## src/rtl/bcdce_pkg.sv

```systemverilog
// bcdce_pkg: shared types, codes and constants for the BCD clock field editor.
// Used by bcdce_field_step, bcd_clock_field_editor, bcdce_checker and the testbench.
`timescale 1ns / 1ps

package bcdce_pkg;

    localparam int unsigned OP_W    = 2;
    localparam int unsigned BYTE_W  = 8;
    localparam int unsigned SLOT_W  = 4;
    localparam int unsigned ADDR_W  = 3;

    localparam logic [OP_W-1:0] OP_LEFT  = 2'd0;
    localparam logic [OP_W-1:0] OP_RIGHT = 2'd1;
    localparam logic [OP_W-1:0] OP_INC   = 2'd2;
    localparam logic [OP_W-1:0] OP_DEC   = 2'd3;

    localparam logic [SLOT_W-1:0] SLOT_REST    = 4'd0;
    localparam logic [SLOT_W-1:0] SLOT_YEAR    = 4'd1;
    localparam logic [SLOT_W-1:0] SLOT_MONTH   = 4'd2;
    localparam logic [SLOT_W-1:0] SLOT_DATE    = 4'd3;
    localparam logic [SLOT_W-1:0] SLOT_WEEKDAY = 4'd4;
    localparam logic [SLOT_W-1:0] SLOT_HOUR    = 4'd5;
    localparam logic [SLOT_W-1:0] SLOT_MINUTE  = 4'd6;
    localparam logic [SLOT_W-1:0] SLOT_SECOND  = 4'd7;
    localparam logic [SLOT_W-1:0] SLOT_AMPM    = 4'd8;
    localparam logic [SLOT_W-1:0] SLOT_COUNT   = 4'd9;

    localparam logic [ADDR_W-1:0] REG_SECOND  = 3'd0;
    localparam logic [ADDR_W-1:0] REG_MINUTE  = 3'd1;
    localparam logic [ADDR_W-1:0] REG_HOUR    = 3'd2;
    localparam logic [ADDR_W-1:0] REG_WEEKDAY = 3'd3;
    localparam logic [ADDR_W-1:0] REG_DATE    = 3'd4;
    localparam logic [ADDR_W-1:0] REG_MONTH   = 3'd5;
    localparam logic [ADDR_W-1:0] REG_YEAR    = 3'd6;

    localparam logic [BYTE_W-1:0] YEAR_MAX   = 8'h99;
    localparam logic [BYTE_W-1:0] MONTH_MAX  = 8'h12;
    localparam logic [BYTE_W-1:0] DATE_MAX   = 8'h31;
    localparam logic [BYTE_W-1:0] MINSEC_MAX = 8'h59;
    localparam logic [BYTE_W-1:0] WDAY_MAX   = 8'h07;
    localparam logic [BYTE_W-1:0] FIELD_ZERO = 8'h00;
    localparam logic [BYTE_W-1:0] FIELD_ONE  = 8'h01;
    localparam logic [BYTE_W-1:0] HOUR_MODE  = 8'hE0;
    localparam logic [BYTE_W-1:0] HOUR_MASK  = 8'h1F;
    localparam logic [BYTE_W-1:0] PM_BIT     = 8'h20;
    localparam logic [BYTE_W-1:0] PM_CLEAR   = 8'hDF;

    typedef struct packed {
        logic [SLOT_W-1:0] cursor_slot;
        logic [ADDR_W-1:0] register_address;
        logic              write_enable;
        logic [BYTE_W-1:0] write_value;
    } t_result;

    function automatic logic [ADDR_W-1:0] slot_reg(input logic [SLOT_W-1:0] slot);
        logic [ADDR_W-1:0] a;
        unique case (slot)
            SLOT_YEAR:    a = REG_YEAR;
            SLOT_MONTH:   a = REG_MONTH;
            SLOT_DATE:    a = REG_DATE;
            SLOT_WEEKDAY: a = REG_WEEKDAY;
            SLOT_HOUR:    a = REG_HOUR;
            SLOT_MINUTE:  a = REG_MINUTE;
            SLOT_SECOND:  a = REG_SECOND;
            SLOT_AMPM:    a = REG_HOUR;
            default:      a = REG_SECOND;
        endcase
        return a;
    endfunction

    // binary byte to packed BCD, tens digit truncated to a nibble
    function automatic logic [BYTE_W-1:0] bin_to_bcd(input logic [BYTE_W-1:0] bin);
        logic [15:0] prod;
        logic [4:0]  q;
        logic [BYTE_W-1:0] r;
        prod = {8'd0, bin} * 16'd205;
        q    = prod[15:11];
        r    = bin - ({3'd0, q} * 8'd10);
        return {q[3:0], r[3:0]};
    endfunction

endpackage

```

## src/rtl/bcdce_field_step.sv

```systemverilog
// bcdce_field_step: cursor move and per-field BCD edit for one transfer.
// Depends on bcdce_pkg.
`timescale 1ns / 1ps

module bcdce_field_step (
    input  logic [bcdce_pkg::SLOT_W-1:0] i_cursor,
    input  logic [bcdce_pkg::OP_W-1:0]   i_operation,
    input  logic [bcdce_pkg::BYTE_W-1:0] i_field_value,
    output bcdce_pkg::t_result           o_result
);
    import bcdce_pkg::*;

    logic [BYTE_W-1:0] v;
    logic [BYTE_W-1:0] bin;
    logic [BYTE_W-1:0] bcd_up;
    logic [BYTE_W-1:0] bcd_dn;
    logic              up;
    logic              in_ring;
    logic [SLOT_W-1:0] cur;
    logic [BYTE_W-1:0] wv;

    assign v       = i_field_value;
    assign up      = (i_operation == OP_INC);
    assign in_ring = (i_cursor < SLOT_COUNT);
    assign bin     = ({4'd0, v[7:4]} * 8'd10) + {4'd0, v[3:0]};
    assign bcd_up  = bin_to_bcd(bin + 8'd1);
    assign bcd_dn  = bin_to_bcd(bin - 8'd1);

    always_comb begin
        unique case (i_cursor)
            SLOT_YEAR:    wv = up ? ((v == YEAR_MAX) ? FIELD_ZERO : bcd_up)
                                  : ((v == FIELD_ZERO) ? YEAR_MAX : bcd_dn);
            SLOT_MONTH:   wv = up ? ((v == MONTH_MAX) ? FIELD_ONE : bcd_up)
                                  : ((v == FIELD_ONE) ? MONTH_MAX : bcd_dn);
            SLOT_DATE:    wv = up ? ((v == DATE_MAX) ? FIELD_ONE : bcd_up)
                                  : ((v == FIELD_ONE) ? DATE_MAX : bcd_dn);
            SLOT_WEEKDAY: wv = up ? ((v == WDAY_MAX) ? FIELD_ONE : v + 8'd1)
                                  : ((v == FIELD_ONE) ? WDAY_MAX : v - 8'd1);
            SLOT_HOUR: begin
                if (up) begin
                    wv = ((v & HOUR_MASK) == MONTH_MAX) ? ((v & HOUR_MODE) | FIELD_ONE)
                                                        : bcd_up;
                end else begin
                    wv = ((v & HOUR_MASK) == FIELD_ONE) ? ((v & HOUR_MODE) | MONTH_MAX)
                                                        : bcd_dn;
                end
            end
            SLOT_MINUTE, SLOT_SECOND:
                          wv = up ? ((v == MINSEC_MAX) ? FIELD_ZERO : bcd_up)
                                  : ((v == FIELD_ZERO) ? MINSEC_MAX : bcd_dn);
            SLOT_AMPM:    wv = ((v & PM_BIT) == FIELD_ZERO) ? (v | PM_BIT) : (v & PM_CLEAR);
            default:      wv = FIELD_ZERO;
        endcase
    end

    always_comb begin
        cur = i_cursor;
        o_result.write_enable = 1'b0;
        o_result.write_value  = FIELD_ZERO;
        unique case (i_operation)
            OP_LEFT: begin
                if (in_ring) begin
                    cur = (i_cursor == SLOT_REST) ? SLOT_AMPM : i_cursor - 4'd1;
                end
            end
            OP_RIGHT: begin
                if (in_ring) begin
                    cur = (i_cursor == SLOT_AMPM) ? SLOT_REST : i_cursor + 4'd1;
                end
            end
            default: begin
                if (in_ring && (i_cursor != SLOT_REST)) begin
                    o_result.write_enable = 1'b1;
                    o_result.write_value  = wv;
                end
            end
        endcase
        o_result.cursor_slot      = cur;
        o_result.register_address = slot_reg(cur);
    end

endmodule

```

## src/rtl/bcd_clock_field_editor.sv

```systemverilog
// bcd_clock_field_editor: each input transfer is captured in the input register; its
// result is then computed by bcdce_field_step and held in the result register.
// Throughput one transfer per cycle while no result is stalled, set by the single pass
// through bcdce_field_step; an input waits only while i_stall holds a result.
// Reset (synchronous, active low) empties both stages and puts the cursor at rest.
// Depends on bcdce_pkg and bcdce_field_step.
`timescale 1ns / 1ps

module bcd_clock_field_editor (
    input  logic                         i_clk,
    input  logic                         i_rst_n,
    input  logic                         i_valid,
    output logic                         o_stall,
    input  logic [bcdce_pkg::OP_W-1:0]   i_operation,
    input  logic [bcdce_pkg::BYTE_W-1:0] i_field_value,
    output logic                         o_valid,
    input  logic                         i_stall,
    output logic [bcdce_pkg::SLOT_W-1:0] o_cursor_slot,
    output logic [bcdce_pkg::ADDR_W-1:0] o_register_address,
    output logic                         o_write_enable,
    output logic [bcdce_pkg::BYTE_W-1:0] o_write_value
);
    import bcdce_pkg::*;

    logic              r_in_valid;
    logic [OP_W-1:0]   r_operation;
    logic [BYTE_W-1:0] r_field_value;
    logic [SLOT_W-1:0] r_cursor;
    logic              r_out_valid;
    t_result           r_result;
    t_result           n_result;
    logic              out_free;
    logic              advance;

    assign out_free = !r_out_valid || !i_stall;
    assign advance  = r_in_valid && out_free;
    assign o_stall  = r_in_valid && !out_free;

    bcdce_field_step u_step (
        .i_cursor      (r_cursor),
        .i_operation   (r_operation),
        .i_field_value (r_field_value),
        .o_result      (n_result)
    );

    always_ff @(posedge i_clk) begin
        if (!i_rst_n) begin
            r_in_valid  <= 1'b0;
            r_out_valid <= 1'b0;
            r_cursor    <= SLOT_REST;
        end else begin
            if (!o_stall) begin
                r_in_valid <= i_valid;
            end
            if (out_free) begin
                r_out_valid <= r_in_valid;
            end
            if (advance) begin
                r_cursor <= n_result.cursor_slot;
            end
        end
    end

    always_ff @(posedge i_clk) begin
        if (i_valid && !o_stall) begin
            r_operation   <= i_operation;
            r_field_value <= i_field_value;
        end
        if (advance) begin
            r_result <= n_result;
        end
    end

    assign o_valid            = r_out_valid;
    assign o_cursor_slot      = r_result.cursor_slot;
    assign o_register_address = r_result.register_address;
    assign o_write_enable     = r_result.write_enable;
    assign o_write_value      = r_result.write_value;

endmodule

```

## config.mk

```make
export PLATFORM = sky130hd
export DESIGN_NAME = bcd_clock_field_editor
export DESIGN_NICKNAME = d
export VERILOG_FILES = /design/src/rtl/bcdce_pkg.sv /design/src/rtl/bcdce_field_step.sv /design/src/rtl/bcd_clock_field_editor.sv
export SDC_FILE = /design/constraint.sdc
export NUM_CORES = 1
export LEC_CHECK = 0
export BUFFER_PORTS_ARGS = -buffer_cell sky130_fd_sc_hd__buf_2
export CAP_MARGIN = 20
export CORE_MARGIN = 2
export CORE_UTILIZATION = 45
export CTS_BUF_LIST = sky130_fd_sc_hd__clkbuf_4
export DETAILED_ROUTE_END_ITERATION = 8
export HOLD_SLACK_MARGIN = 0.05
export SLEW_MARGIN = 20
export SYNTH_ARGS = -nofsm -noshare
export SYNTH_HDL_FRONTEND = slang
export SYNTH_SLANG_ARGS = --single-unit
```

## constraint.sdc

```tcl
create_clock -name i_clk -period 7 [get_ports i_clk]
set_input_delay 0.35 -clock i_clk [delete_from_list [all_inputs] [get_ports i_clk]]
set_output_delay 0.35 -clock i_clk [all_outputs]
set_load 0.05 [all_outputs]
```

; ---- Yosys cells after proc, flatten, opt, wreduce, memory -nomap -nowiden
; Memory sizes are Yosys's and may differ from the RTL's. A register that Yosys moved wholly into a read port is not among the register bits.
; Index checks and enable logic that the tools add are counted.
[totals]
regBits = 29
rom_bits = 48
input_bits = 14
out_inout_bits = 18
word_cells = 86
mem_count = 1
[mem_list]
columns = name, depth, width, read_ports, rd_ports_with_merged_regs, write_ports, line
row1 = (no name shown), 16, 3, 1, 1, 0, bcdce_pkg.sv:57  ; unique case (slot)
[classes]
n_addsub = 9
multipliers = 5
n_lt_le_gt_ge = 1
eq_ne = 18
muxes = 26
bitwise_logic = 1
reduce_logical = 17
[op_table]
columns = cell, count
row1 = 8-bit two-way mux, 18
row2 = 8-bit case mux with 7 select lines, 1
row3 = 8-bit by 8-bit multiplier with 16-bit output (second input constant), 2
row4 = 8-bit by 1-bit adder with 8-bit output (second input constant), 2
row5 = 4-bit by 3-bit == test with 1-bit output (second input constant), 4
row6 = 8-bit logical NOT, 2
row7 = 4-bit two-way mux, 4
row8 = 8-bit by 1-bit subtractor with 8-bit output (second input constant), 2
row9 = 5-bit by 3-bit multiplier with 3-bit output (second input constant), 2
row10 = 9-bit two-way mux, 1
row11 = 8-bit by 4-bit adder with 8-bit output, 1
row12 = 4-bit by 2-bit == test with 1-bit output (second input constant), 2
row13 = 8-bit by 1-bit == test with 1-bit output (second input constant), 1
row14 = 8-bit by 3-bit == test with 1-bit output (second input constant), 1
row15 = 8-bit by 5-bit == test with 1-bit output (second input constant), 1
row16 = 8-bit by 6-bit == test with 1-bit output (second input constant), 1
row17 = 8-bit by 7-bit == test with 1-bit output (second input constant), 1
row18 = 8-bit == test (second input constant), 1
row19 = 4-bit case mux with 2 select lines, 1
row20 = 4-bit subtractor, 2
row21 = 4-bit by 3-bit multiplier with 7-bit output (second input constant), 1
row22 = 6-bit two-way mux, 1
row23 = 5-bit by 1-bit == test with 1-bit output (second input constant), 1
row24 = 5-bit == test (second input constant), 1
row25 = other kinds (16), 23

; ---- Logic depth before layout (Yosys ltp)
; Gate-level depths: netlist (run 1).
[depth]
word_depth = 10
mapped_depth = 29
depth_no_buf = 29

; ---- By module
; From an unflattened synthesis (run 1), not the netlist that was laid out.
[unflattened]
cells_unflattened = 619
area_unflattened_um2 = 5336.4
[modules_own_cells]
columns = module, n_inst, cells_per_inst, area_per_inst_um2, seq_area_each_um2
row1 = bcdce_field_step, 1, 568, 4309.1, 0.0
row2 = bcd_clock_field_editor, 1, 51, 1027.2, 900.9

; ---- Worst setup path after synthesis (run 1)
; OpenSTA, ideal clock, no wires.
[synth_timing]
path_type = reg-to-reg
start = reg r_field_value[5]
end = reg r_result, in the netlist o_write_value[3], data pin
setup_time_ps = 270
arrival_time_ps = 6187
required_time_ps = 6730
path_slack_ps = 542
stages_incl_launch_ff = 26
n_path_buf = 0
synth_period_minus_slack_ps = 6458
cell_sequence = edfxtp_1 ha_1 ha_1 inv_1 fa_1 nor3b_1 xor2_1 xnor2_1 ha_1 ha_1 inv_1 fa_1 fa_1 inv_1 ha_1 and3_1 and2_1 a221oi_1 xnor2_1 inv_1 fa_1 xor2_1 xnor3_1 o211ai_1 a31o_2 o41ai_2
[synth_between]
elab_chain_cells = 9
elab_cells_between_ends = 36
classes_between = add/sub (5) / mul (5) / eq/ne (6) / mux (19) / reduce/logical (1)
[synth_lines]
columns = item, line
row1 = from (decl), bcd_clock_field_editor.sv:27  ; logic [BYTE_W-1:0] r_field_value;
row2 = from (signal assigned), bcd_clock_field_editor.sv:67  ; r_field_value <= i_field_value;
row3 = 4-bit by 3-bit multiplier with 7-bit output, bcdce_field_step.sv:25  ; assign bin = ({4'd0, v[7:4]} * 8'd10) + {4'd0, v[3:0]};
row4 = 8-bit by 4-bit adder with 8-bit output, bcdce_field_step.sv:25
row5 = 8-bit by 1-bit subtractor with 8-bit output or 8-bit by 1-bit adder with 8-bit output (tied branches), "bcdce_field_step.sv:27, bcdce_field_step.sv:26"
row6 = 8-bit by 8-bit multiplier with 16-bit output, bcdce_pkg.sv:76  ; prod = {8'd0, bin} * 16'd205;
row7 = 5-bit by 3-bit multiplier with 3-bit output, bcdce_pkg.sv:78  ; r = bin - ({3'd0, q} * 8'd10);
row8 = 4-bit subtractor, bcdce_pkg.sv:78
row9 = "8-bit two-way mux, or another cell as far along", bcdce_field_step.sv:50  ; : ((v == FIELD_ZERO) ? MINSEC_MAX : bcd_dn);
row10 = 8-bit two-way mux (on tied branches), n/a
row11 = 8-bit case mux with 7 select lines (*), bcdce_field_step.sv:30  ; unique case (i_cursor)
row12 = to (signal assigned), bcd_clock_field_editor.sv:70  ; r_result <= n_result;
row13 = to (decl), bcd_clock_field_editor.sv:30  ; t_result r_result;
; Mark *: on every way between the ends. The rest lies on a longest branch, timed or not.
; A chain may end at the register's enable or synchronous reset.

; ---- Worst setup path after layout (run 1)
; Ends and elaborated chain as after synthesis.

==> reports/metrics.cfg, run 1 <==
[run_status]
status=completed

[yosys]
synth_top_area_share=0.244
synth.most_common_cell=ha_1
flip_flop_and_latch_count_after_synthesis=32
synth-seq-area-share=0.169
synth_edf_count=26
synth.yosys.warnings=0
syn_nets=754
avgSynthCellArea_um2=8.64
post_synth_mux_area_share=0.00376
synth_top_family_by_area=adder cells
synth.cell_area_um2=5330
syn-instance-count=616
adder_cell_share_of_the_synthesized_area=0.320
synthXorXnorAreaFrac=0.0916
synth_simple_gate_area_frac=0.162
synth_top_cell_by_area=ha_1
synth_top_flop_cell=edfxtp_1
async_flop_share=0
synth_compound_area_frac=0.185
leading_cell_types_by_total_area_after_synthesis=ha_1, edfxtp_1, fa_1, inv_1, xnor2_1
synth_common_cells=ha_1, inv_1, nor2_1, nand2_1, a21oi_1
post_synth_num_cell_types=77

[timing]
slew_headroom=0.333
report.final.slew_viol_count=0
fin_crit_ps=6610
setup_viol_count_final=0
worst_slack_ps=387
final.period_utilization=0.945
max_clock_freq_mhz=151
final-hold-violation-count=0
worst_slew_pin_slew_ps=1000
final_setup_skew_ps=19.0
final.setup.tns_ps=0

[critical_path]
worstSetupEndpointType=flop
worst_path_dominant_cell_family=adder cells
max_stage_delay_ps=550
worst_setup_path_start_kind=flop
worst_ep_required_time_ps=7110
critical_path.n_buffers_inverters=5
cp_common_cell=ha_1
critPathArrivalTime_ps=6730
worst_path_max_delay_cell=fa_1
largest_fanout_of_any_net_on_the_critical_path=3
critPathKind=flop to flop

[cells_and_area]
stdcell_count=791
insertedDiodeCount=0
drive_above_1_share=0.142
areaGrowthSynthToFinish_pct=10.3
fillCellCount=1074
layout.nets=785

[global_route]
initial_antenna_violation_count=0
groute.usage.overall=0.226
grt_start_max_net_pins=28
grt_overflow_total=0
global_route_wire_length_before_repair_um=23200
first_global_vias=4603

[cts]
cts_inserted_buffers=5
cts_num_sinks=32
clock-root-buffer=clkbuf_4
worstSkewPairLatency_ps=350
ctsHtreeMaxLevel=2
cts.reportedPaths.clkPinSlew_ps=130
clock_tree.buffer_depth=2
clock_tree_from_tritoncts=done
post_cts_hold_buffer_count=0

[die]
die_area_um2=12700
core.rowCount=39
die_h_um=113
placeableCoreArea_um2=11500
floorplan.io_pins=32
floorplan.die.width_um=113
start_util=0.464

[route]
post_drt_wl_per_cell_um=18.0
detailroute.via_count=4652
drt-vias-per-instance=5.88
post-route-drc-count=0
antenna_left=0
drt_first_iter_violations=419
number_of_iterations_in_the_first_detailed_routing_pass=5
drt-total-wl_um=14200

[hold_path]
class_of_the_worst_hold_path=input port to flop

[pwr]
vdd_drop_max_mv=0.308
power_density_nw_per_um2=561
leakage_power_figure_uw=0.00274

[placement]
routabilityCongestion=0.943
placement.setup.worst_slack_ps=207
placement.io_buffers=31
placed_cells_incl_taps=780
detailed_place_hpwl_um=11500

[run]
cap_violations=0

[logic make-up after synthesis]
group	count (synthesis)
flops	32
fa+ha+maj	124
compound gates	147
buf+inv	93
mux	2
simple gates	168
xor+xnor	50
[where the power goes]
part | leakage (µW) | internal (µW) | switching (µW)
sequential | 0.000301 | 216 | 9.13
combinational | 0.00240 | 1390 | 1560
clock | 0.0000349 | 38.6 | 74.6
[worst reg2reg max path: stages, from the launching register on]
cell and delay, ps:
edfxtp_1 410, ha_1 310, ha_1 210, inv_1 70, fa_2 470, nor3b_1 230
buf_4 180, xor2_4 240, xnor2_4 150, ha_1 270, ha_1 300, inv_1 80
fa_1 440, fa_1 550, inv_1 40, ha_1 270, and3_1 160, and2_1 160
a221oi_1 320, xnor2_1 210, inv_1 110, fa_1 410, xor2_1 200, xnor3_1 230
o211ai_1 100, a31o_2 190, o41ai_2 60
[final cells by class]
class,instances,area [µm²],share of cell area
multi-input cells,491,4200,0.714
flip-flops and latches,32,901,0.153
clock buffers,5,37.5,0.00639
inverters,69,259,0.0441
well taps,143,179,0.0305
repair buffers,48,283,0.0481
clock inverters,3,18.8,0.00319
[layer usage]
layer	up-vias	share of wire	GRT usage
li1	2259	-	-
met5	-	0	0
met4	0	0.028	0.0699
met3	30	0.057	0.0150
met1	2189	0.44	0.306
met2	174	0.48	0.386
[sequential cells by signal, indices dropped and copies added (netlist names)]
signal,count
o_register_address,3
r_in_valid,1
o_write_enable,1
o_valid,1
r_operation,2
r_cursor,4
r_field_value,8
o_cursor_slot,4
o_write_value,8
[placed cells by master (no fill, tap or decap), types with 6 or more instances in the layout]
cell and count:
o21ai_0 25, and2_1 7, o211ai_1 6, o21ai_1 10
nand2_1 36, dfxtp_1 6, a31oi_1 8, xnor2_2 7
nand3_1 14, buf_4 17, o22ai_1 6, xor2_1 15
nor2b_1 11, xnor2_1 19, nor2_1 52, a21o_1 8
nor3_1 13, ha_1 103, fa_1 18, buf_2 31
edfxtp_1 26, a21oi_1 32, inv_1 68
[stage by stage]
step                      cell area, µm²  power [µW]   util  hold WS [ps]
after global routing                5880        3730  0.512           157
after global placement              5660        2980  0.494           486
final                               5880        3300  0.512           165
after detailed placement            5660        3060  0.494           502
after floorplan                     5330        2440      -           449
after CTS                           5720        3190  0.499           161
[final timing paths]
path                            cells past startpoint  slack (ps)          endpoint             start
worst max-delay path                               26         390  o_write_value[3]  r_field_value[5]
worst min-delay path                                1         170    r_operation[1]    i_operation[1]
worst max register to register                     26         390  o_write_value[3]  r_field_value[5]
worst min register to register                      2         530           o_valid        r_in_valid
[repair_timing]
| item | CTS | global route |
|---|---|---|
| resized for setup | 0 | 19 |
| setup endpoints to repair | 0 | 3 |
| buffers inserted | 0 | 3 |
Note: power is estimated with default switching activity, not from simulation.
==> inputs of run 2 (changes only) <==
ABC_AREA = 1   (was default)
==> run 2 against run 1 <==
Via count increased by 14%. Register-to-register slack improved by 100 ps. Clock skew decreased by 3.6 ps. Wire length increased by 3.0%. Die area increased by 7.6%. Hold slack improved by 6.2 ps. Critical path type unchanged. Area after synthesis increased by 7.9%.
==> reports/metrics.cfg, run 2 <==
[timing]
fin_worst_hold_slack_ps=171  ; was 165 ps
final_setup_skew_ps=15.4  ; was 19.0 ps
final.period_utilization=0.930  ; was 0.945
fin_crit_ps=6510  ; was 6610 ps
final.setup.tns_ps=0  ; unchanged
rsz0062_at_grt=false
worst_slew_pin_slew_ps=779  ; was 1000 ps
report.final.slew_viol_count=0  ; unchanged
setup_viol_count_final=0  ; unchanged
slew_headroom=0.480  ; was 0.333
max_clock_freq_mhz=154  ; was 151 MHz
final-hold-violation-count=0  ; unchanged

[route]
post_drt_wl_per_cell_um=14.5  ; was 18.0 µm
drt-total-wl_um=14700  ; was 14200 µm
drt_first_iter_violations=412  ; was 419
number_of_iterations_in_the_first_detailed_routing_pass=5  ; unchanged
post-route-drc-count=0  ; unchanged
antenna_left=0  ; unchanged
drt-vias-per-instance=5.21  ; was 5.88
detailroute.via_count=5281  ; was 4652

[run]
cap_violations=0  ; unchanged

[yosys]
synth_top_cell_by_area=ha_1  ; unchanged
synth_common_cells=nand2_1, inv_1, ha_1, nor2_1, nand3_1  ; was ha_1, inv_1, nor2_1, nand2_1, a21oi_1
leading_cell_types_by_total_area_after_synthesis=ha_1, edfxtp_1, nand2_1, inv_1, fa_1  ; was ha_1, edfxtp_1, fa_1, inv_1, xnor2_1
synth.yosys.warnings=0  ; unchanged
post_synth_num_cell_types=49  ; was 77
synth.most_common_cell=nand2_1  ; was ha_1
async_flop_share=0  ; unchanged
syn_nets=939  ; was 754
synth_top_flop_cell=edfxtp_1  ; unchanged
flip_flop_and_latch_count_after_synthesis=32  ; unchanged
avgSynthCellArea_um2=7.17  ; was 8.64 µm²
synth.cell_area_um2=5740  ; was 5330 µm²
syn-instance-count=801  ; was 616
synth_edf_count=26  ; unchanged
synth_top_area_share=0.227  ; was 0.244
synth-seq-area-share=0.157  ; was 0.169

[critical_path]
largest_fanout_of_any_net_on_the_critical_path=5  ; was 3
reg2reg_setup_slack_ps=490  ; was 390 ps
worst_ep_required_time_ps=7120  ; was 7110 ps
worstSetupEndpointType=flop  ; unchanged
timing.reg2reg.worst_path_depth=30  ; was 26
timing.rr.end=o_write_value[1]  ; was o_write_value[3]
critPathKind=flop to flop  ; unchanged
worst_path_max_delay_cell=fa_1  ; unchanged
max_stage_delay_ps=530  ; was 550 ps
critPathArrivalTime_ps=6630  ; was 6730 ps
timing.rr.start=r_field_value[7]  ; was r_field_value[5]
cp_common_cell=inv_1  ; was ha_1
worst_setup_path_start_kind=flop  ; unchanged

[cts]
cts_inserted_buffers=5  ; unchanged
clock-root-buffer=clkbuf_4  ; unchanged
cts.reportedPaths.clkPinSlew_ps=110  ; was 130 ps
clock_tree_from_tritoncts=done  ; unchanged
ctsHtreeMaxLevel=2  ; unchanged
post_cts_hold_buffer_count=0  ; unchanged
worstSkewPairLatency_ps=360  ; was 350 ps
clock_tree.buffer_depth=2  ; unchanged
cts_num_sinks=32  ; unchanged

[placement]
routabilityCongestion=0.899  ; was 0.943
placed_cells_incl_taps=1000  ; was 780
placement.io_buffers=31  ; unchanged
detailed_place_hpwl_um=12400  ; was 11500 µm

[run_status]
status=completed  ; unchanged

[global_route]
global_route_wire_length_before_repair_um=24200  ; was 23200 µm
groute.usage.overall=0.224  ; was 0.226
initial_antenna_violation_count=0  ; unchanged
first_global_vias=5027  ; was 4603
grt_start_max_net_pins=25  ; was 28
grt_overflow_total=0  ; unchanged

[cells_and_area]
multi_input_comb_area_um2=4280  ; was 4200 µm²
layout_common_cells=nand2_1, inv_1, ha_1  ; was ha_1, inv_1, nor2_1
most_common_cell_after_layout_fill_and_taps_aside=nand2_1  ; was ha_1
layout.nets=979  ; was 785
areaGrowthSynthToFinish_pct=9.13  ; was 10.3%
stdcell_count=1014  ; was 791
drive_above_1_share=0.113  ; was 0.142
fillCellCount=1298  ; was 1074
insertedDiodeCount=0  ; unchanged
layout.area.seq_um2=901  ; unchanged

[hold_path]
hold_path.startpoint=i_field_value[0]  ; was i_operation[1]
hold-path-cell-count=1  ; unchanged
class_of_the_worst_hold_path=input port to flop  ; unchanged
worstHoldEndpoint=r_field_value[0]  ; was r_operation[1]

[die]
start_util=0.459  ; was 0.464
floorplan.die.width_um=117  ; was 113 µm
die_area_um2=13700  ; was 12700 µm²
floorplan.io_pins=32  ; unchanged
core.rowCount=41  ; was 39
placeableCoreArea_um2=12500  ; was 11500 µm²
die_h_um=117  ; was 113 µm

run 2: cell type report:
type                    instances  area share
clock buffers                   5     0.00599
clock inverters                 3     0.00679
inverters                     149      0.0896
multi-input cells             612       0.683
flip-flops and latches         32       0.144
well taps                     172      0.0343
repair buffers                 41      0.0367
run 2: per-stage QoR:
| stage | util | setup WS, ps | instance area (µm²) |
|---|---|---|---|
| 6_report | 0.501 | 487 | 6270 |
| 5_1_grt | 0.501 | 22.4 | 6270 |
| 4_1_cts | 0.494 | 150 | 6180 |
| 3_5_place_dp | 0.488 | 159 | 6100 |
| 3_3_place_gp | 0.488 | 337 | 6100 |
| 2_1_floorplan | - | 798 | 5740 |
run 2: cells by family after synthesis:
family / synth area share
AOI/OAI and AO/OA: 0.125
xor gates and xnor gates: 0.0649
adders and majority gates: 0.296
buffers and inverters: 0.105
DFF: 0.157
and+or+nand+nor: 0.252
run 2: how the worst max path moves through the flow:
stage | to | start | slack, ps
floorplan | o_write_value[2] | r_field_value[7] | 800
global placement | o_write_value[2] | r_field_value[7] | 340
detailed placement | o_write_value[3] | r_field_value[7] | 160
CTS | o_write_value[3] | r_field_value[7] | 150
global route | o_write_value[3] | r_field_value[4] | 20
finish | o_write_value[1] | r_field_value[7] | 490
run 2: worst max-delay path, delay by kind of cell, from the launching register on:
kind / cells / cell delay [ps]
adder cells (fa/ha/maj): 9 / 3530
XOR/XNOR: 2 / 430
AO/OA/AOI/OAI: 4 / 610
buffers and inverters: 7 / 530
flip-flops: 1 / 490
AND/OR/NAND/NOR: 8 / 690
run 2: timing repair:
action / CTS / global route
endpoints found under the setup margin: 0 / 4
gates resized for setup: 0 / 9
buffers inserted: 0 / 6
run 2: per-layer routing:
layer | up-vias | global-route usage | part of all wire
met5 | - | 0 | 0
met3 | 18 | 0.0211 | 0.043
li1 | 2711 | - | -
met2 | 146 | 0.385 | 0.48
met4 | 0 | 0.0588 | 0.016
met1 | 2406 | 0.303 | 0.46
Power of run 2 is not shown: default switching activity piles up to over one toggle a cycle in this logic, so the estimate is an artifact.
==> inputs of run 3 (changes only) <==
SKIP_CTS_REPAIR_TIMING = 1   (was default)
clock period = 8.2 ns   (was 7 ns; I/O delays follow)
==> run 3 against run 2 <==
Worst setup slack improved by 810 ps. Hold slack improved by 64 ps. Critical path depth rose by 1. Count of clock-buffer cells in the layout is the same. Die area unchanged. Core utilization is 0.85 points lower. Clock skew down 3.7 ps. Non-clock buffer count fell by 9. First-iteration DRC count shrank 4.9%. Wire length about the same. Final area fell by 1.7%.
==> reports/metrics.cfg, run 3 (same netlist as run 2, synthesis figures left out) <==
[timing]
report.final.slew_viol_count=0  ; unchanged
setup_viol_count_final=0  ; unchanged
rsz0062_at_grt=false  ; unchanged
final.setup.tns_ps=0  ; unchanged
final-hold-violation-count=0  ; unchanged
max_clock_freq_mhz=145  ; was 154 MHz
worst_slew_pin_slew_ps=720  ; was 779 ps
fin_crit_ps=6910  ; was 6510 ps
final_setup_skew_ps=11.6  ; was 15.4 ps
final.period_utilization=0.842  ; was 0.930
slew_headroom=0.519  ; was 0.480

[route]
post-route-drc-count=0  ; unchanged
antenna_left=0  ; unchanged
detailroute.via_count=5282  ; was 5281
drt-total-wl_um=14700  ; about the same
post_drt_wl_per_cell_um=14.6  ; was 14.5 µm
number_of_iterations_in_the_first_detailed_routing_pass=5  ; unchanged
drt-vias-per-instance=5.26  ; was 5.21
drt_first_iter_violations=392  ; was 412

[placement]
placement.io_buffers=31  ; unchanged
placedInstanceArea_um2=6080  ; was 6100 µm²
detailed_place_hpwl_um=12400  ; about the same
routabilityCongestion=0.910  ; was 0.899

[run_status]
status=completed  ; unchanged

[cells_and_area]
fillCellCount=1297  ; was 1298
insertedDiodeCount=0  ; unchanged
layout_common_cells=nand2_1, inv_1, ha_1  ; unchanged
layout.area.seq_um2=901  ; unchanged
layout.nets=970  ; was 979
areaGrowthSynthToFinish_pct=7.28  ; was 9.13%
drive_above_1_share=0.0936  ; was 0.113
most_common_cell_after_layout_fill_and_taps_aside=nand2_1  ; unchanged
final_cell_area_um2=6160  ; was 6270 µm²
multi_input_comb_area_um2=4240  ; was 4280 µm²

[die]
die_h_um=117  ; unchanged
floorplan.io_pins=32  ; unchanged
core.rowCount=41  ; unchanged
floorplan.die.width_um=117  ; unchanged
die_area_um2=13700  ; unchanged
placeableCoreArea_um2=12500  ; unchanged
start_util=0.459  ; unchanged

[cts]
cts.reportedPaths.clkPinSlew_ps=110  ; about the same
clock_tree.buffer_depth=2  ; unchanged
clock_tree_from_tritoncts=done  ; unchanged
cts_num_sinks=32  ; unchanged
worstSkewPairLatency_ps=350  ; was 360 ps
cts_inserted_buffers=5  ; unchanged
ctsHtreeMaxLevel=2  ; unchanged
clock-root-buffer=clkbuf_4  ; unchanged

[global_route]
groute.usage.overall=0.228  ; was 0.224
initial_antenna_violation_count=0  ; unchanged
grt_overflow_total=0  ; unchanged
grt_start_max_net_pins=25  ; unchanged
first_global_vias=5152  ; was 5027
global_route_wire_length_before_repair_um=24900  ; was 24200 µm

[critical_path]
cp_common_cell=inv_1  ; unchanged
worst_path_max_delay_cell=edfxtp_1  ; was fa_1
worst_setup_path_start_kind=flop  ; unchanged
critPathArrivalTime_ps=7020  ; was 6630 ps
critical_path.n_buffers_inverters=8  ; was 7
critPathKind=flop to flop  ; unchanged
worstSetupEndpointType=flop  ; unchanged
worst_path_dominant_cell_family=adder cells  ; unchanged
max_stage_delay_ps=570  ; was 530 ps
largest_fanout_of_any_net_on_the_critical_path=11  ; was 5
worst_ep_required_time_ps=8310  ; was 7120 ps

[hold_path]
class_of_the_worst_hold_path=input port to flop  ; unchanged

[run]
cap_violations=0  ; unchanged

-- run 3: changes by cell type in the layout (fill, tap and decap cells not counted), sizes merged --
cell / previous run / this run
buf: 41 / 32
-- run 3: stage by stage --
step           utilization  instances  worst slack, ps  hold WS, ps
5_1_grt              0.492       1005              714          236
6_report             0.492       1005             1290          235
3_5_place_dp         0.486        997             1270          488
4_1_cts              0.492       1005             1270          241
2_1_floorplan            -        801             2000          457
3_3_place_gp         0.486        997             1450          473
-- run 3: final timing paths --
check	startpoint	to	slack, ps	cells past startpoint
max reg2reg	r_field_value[5]	o_write_value[2]	1290	31
min reg2reg	r_in_valid	o_valid	500	2
max	r_field_value[5]	o_write_value[2]	1290	31
min	i_field_value[7]	r_field_value[7]	240	1
-- run 3: layer usage --
layer	wire length, µm	vias up	track usage
li1	-	2694	-
met1	6670	2437	0.314
met2	7130	132	0.397
met3	668	19	0.0175
met4	189	0	0.0431
met5	0	-	0
-- run 3: area by class of cell --
cell class,count,area share
inverters,149,0.0912
multi-input cells,612,0.688
repair buffers,32,0.0264
well taps,172,0.0349
clock buffers,5,0.00609
clock inverters,3,0.00690
flip-flops and latches,32,0.146
-- run 3: worst reg2reg max path, delay by kind of cell, from the launching register on --
family / cells / cell delay (ps)
adders and majority gates: 10 / 3610
buffers and inverters: 8 / 560
xor gates and xnor gates: 2 / 630
DFF: 1 / 570
AOI/OAI and AO/OA: 1 / 240
and+or+nand+nor: 10 / 1030
Power of run 3 is left out for the same reason.
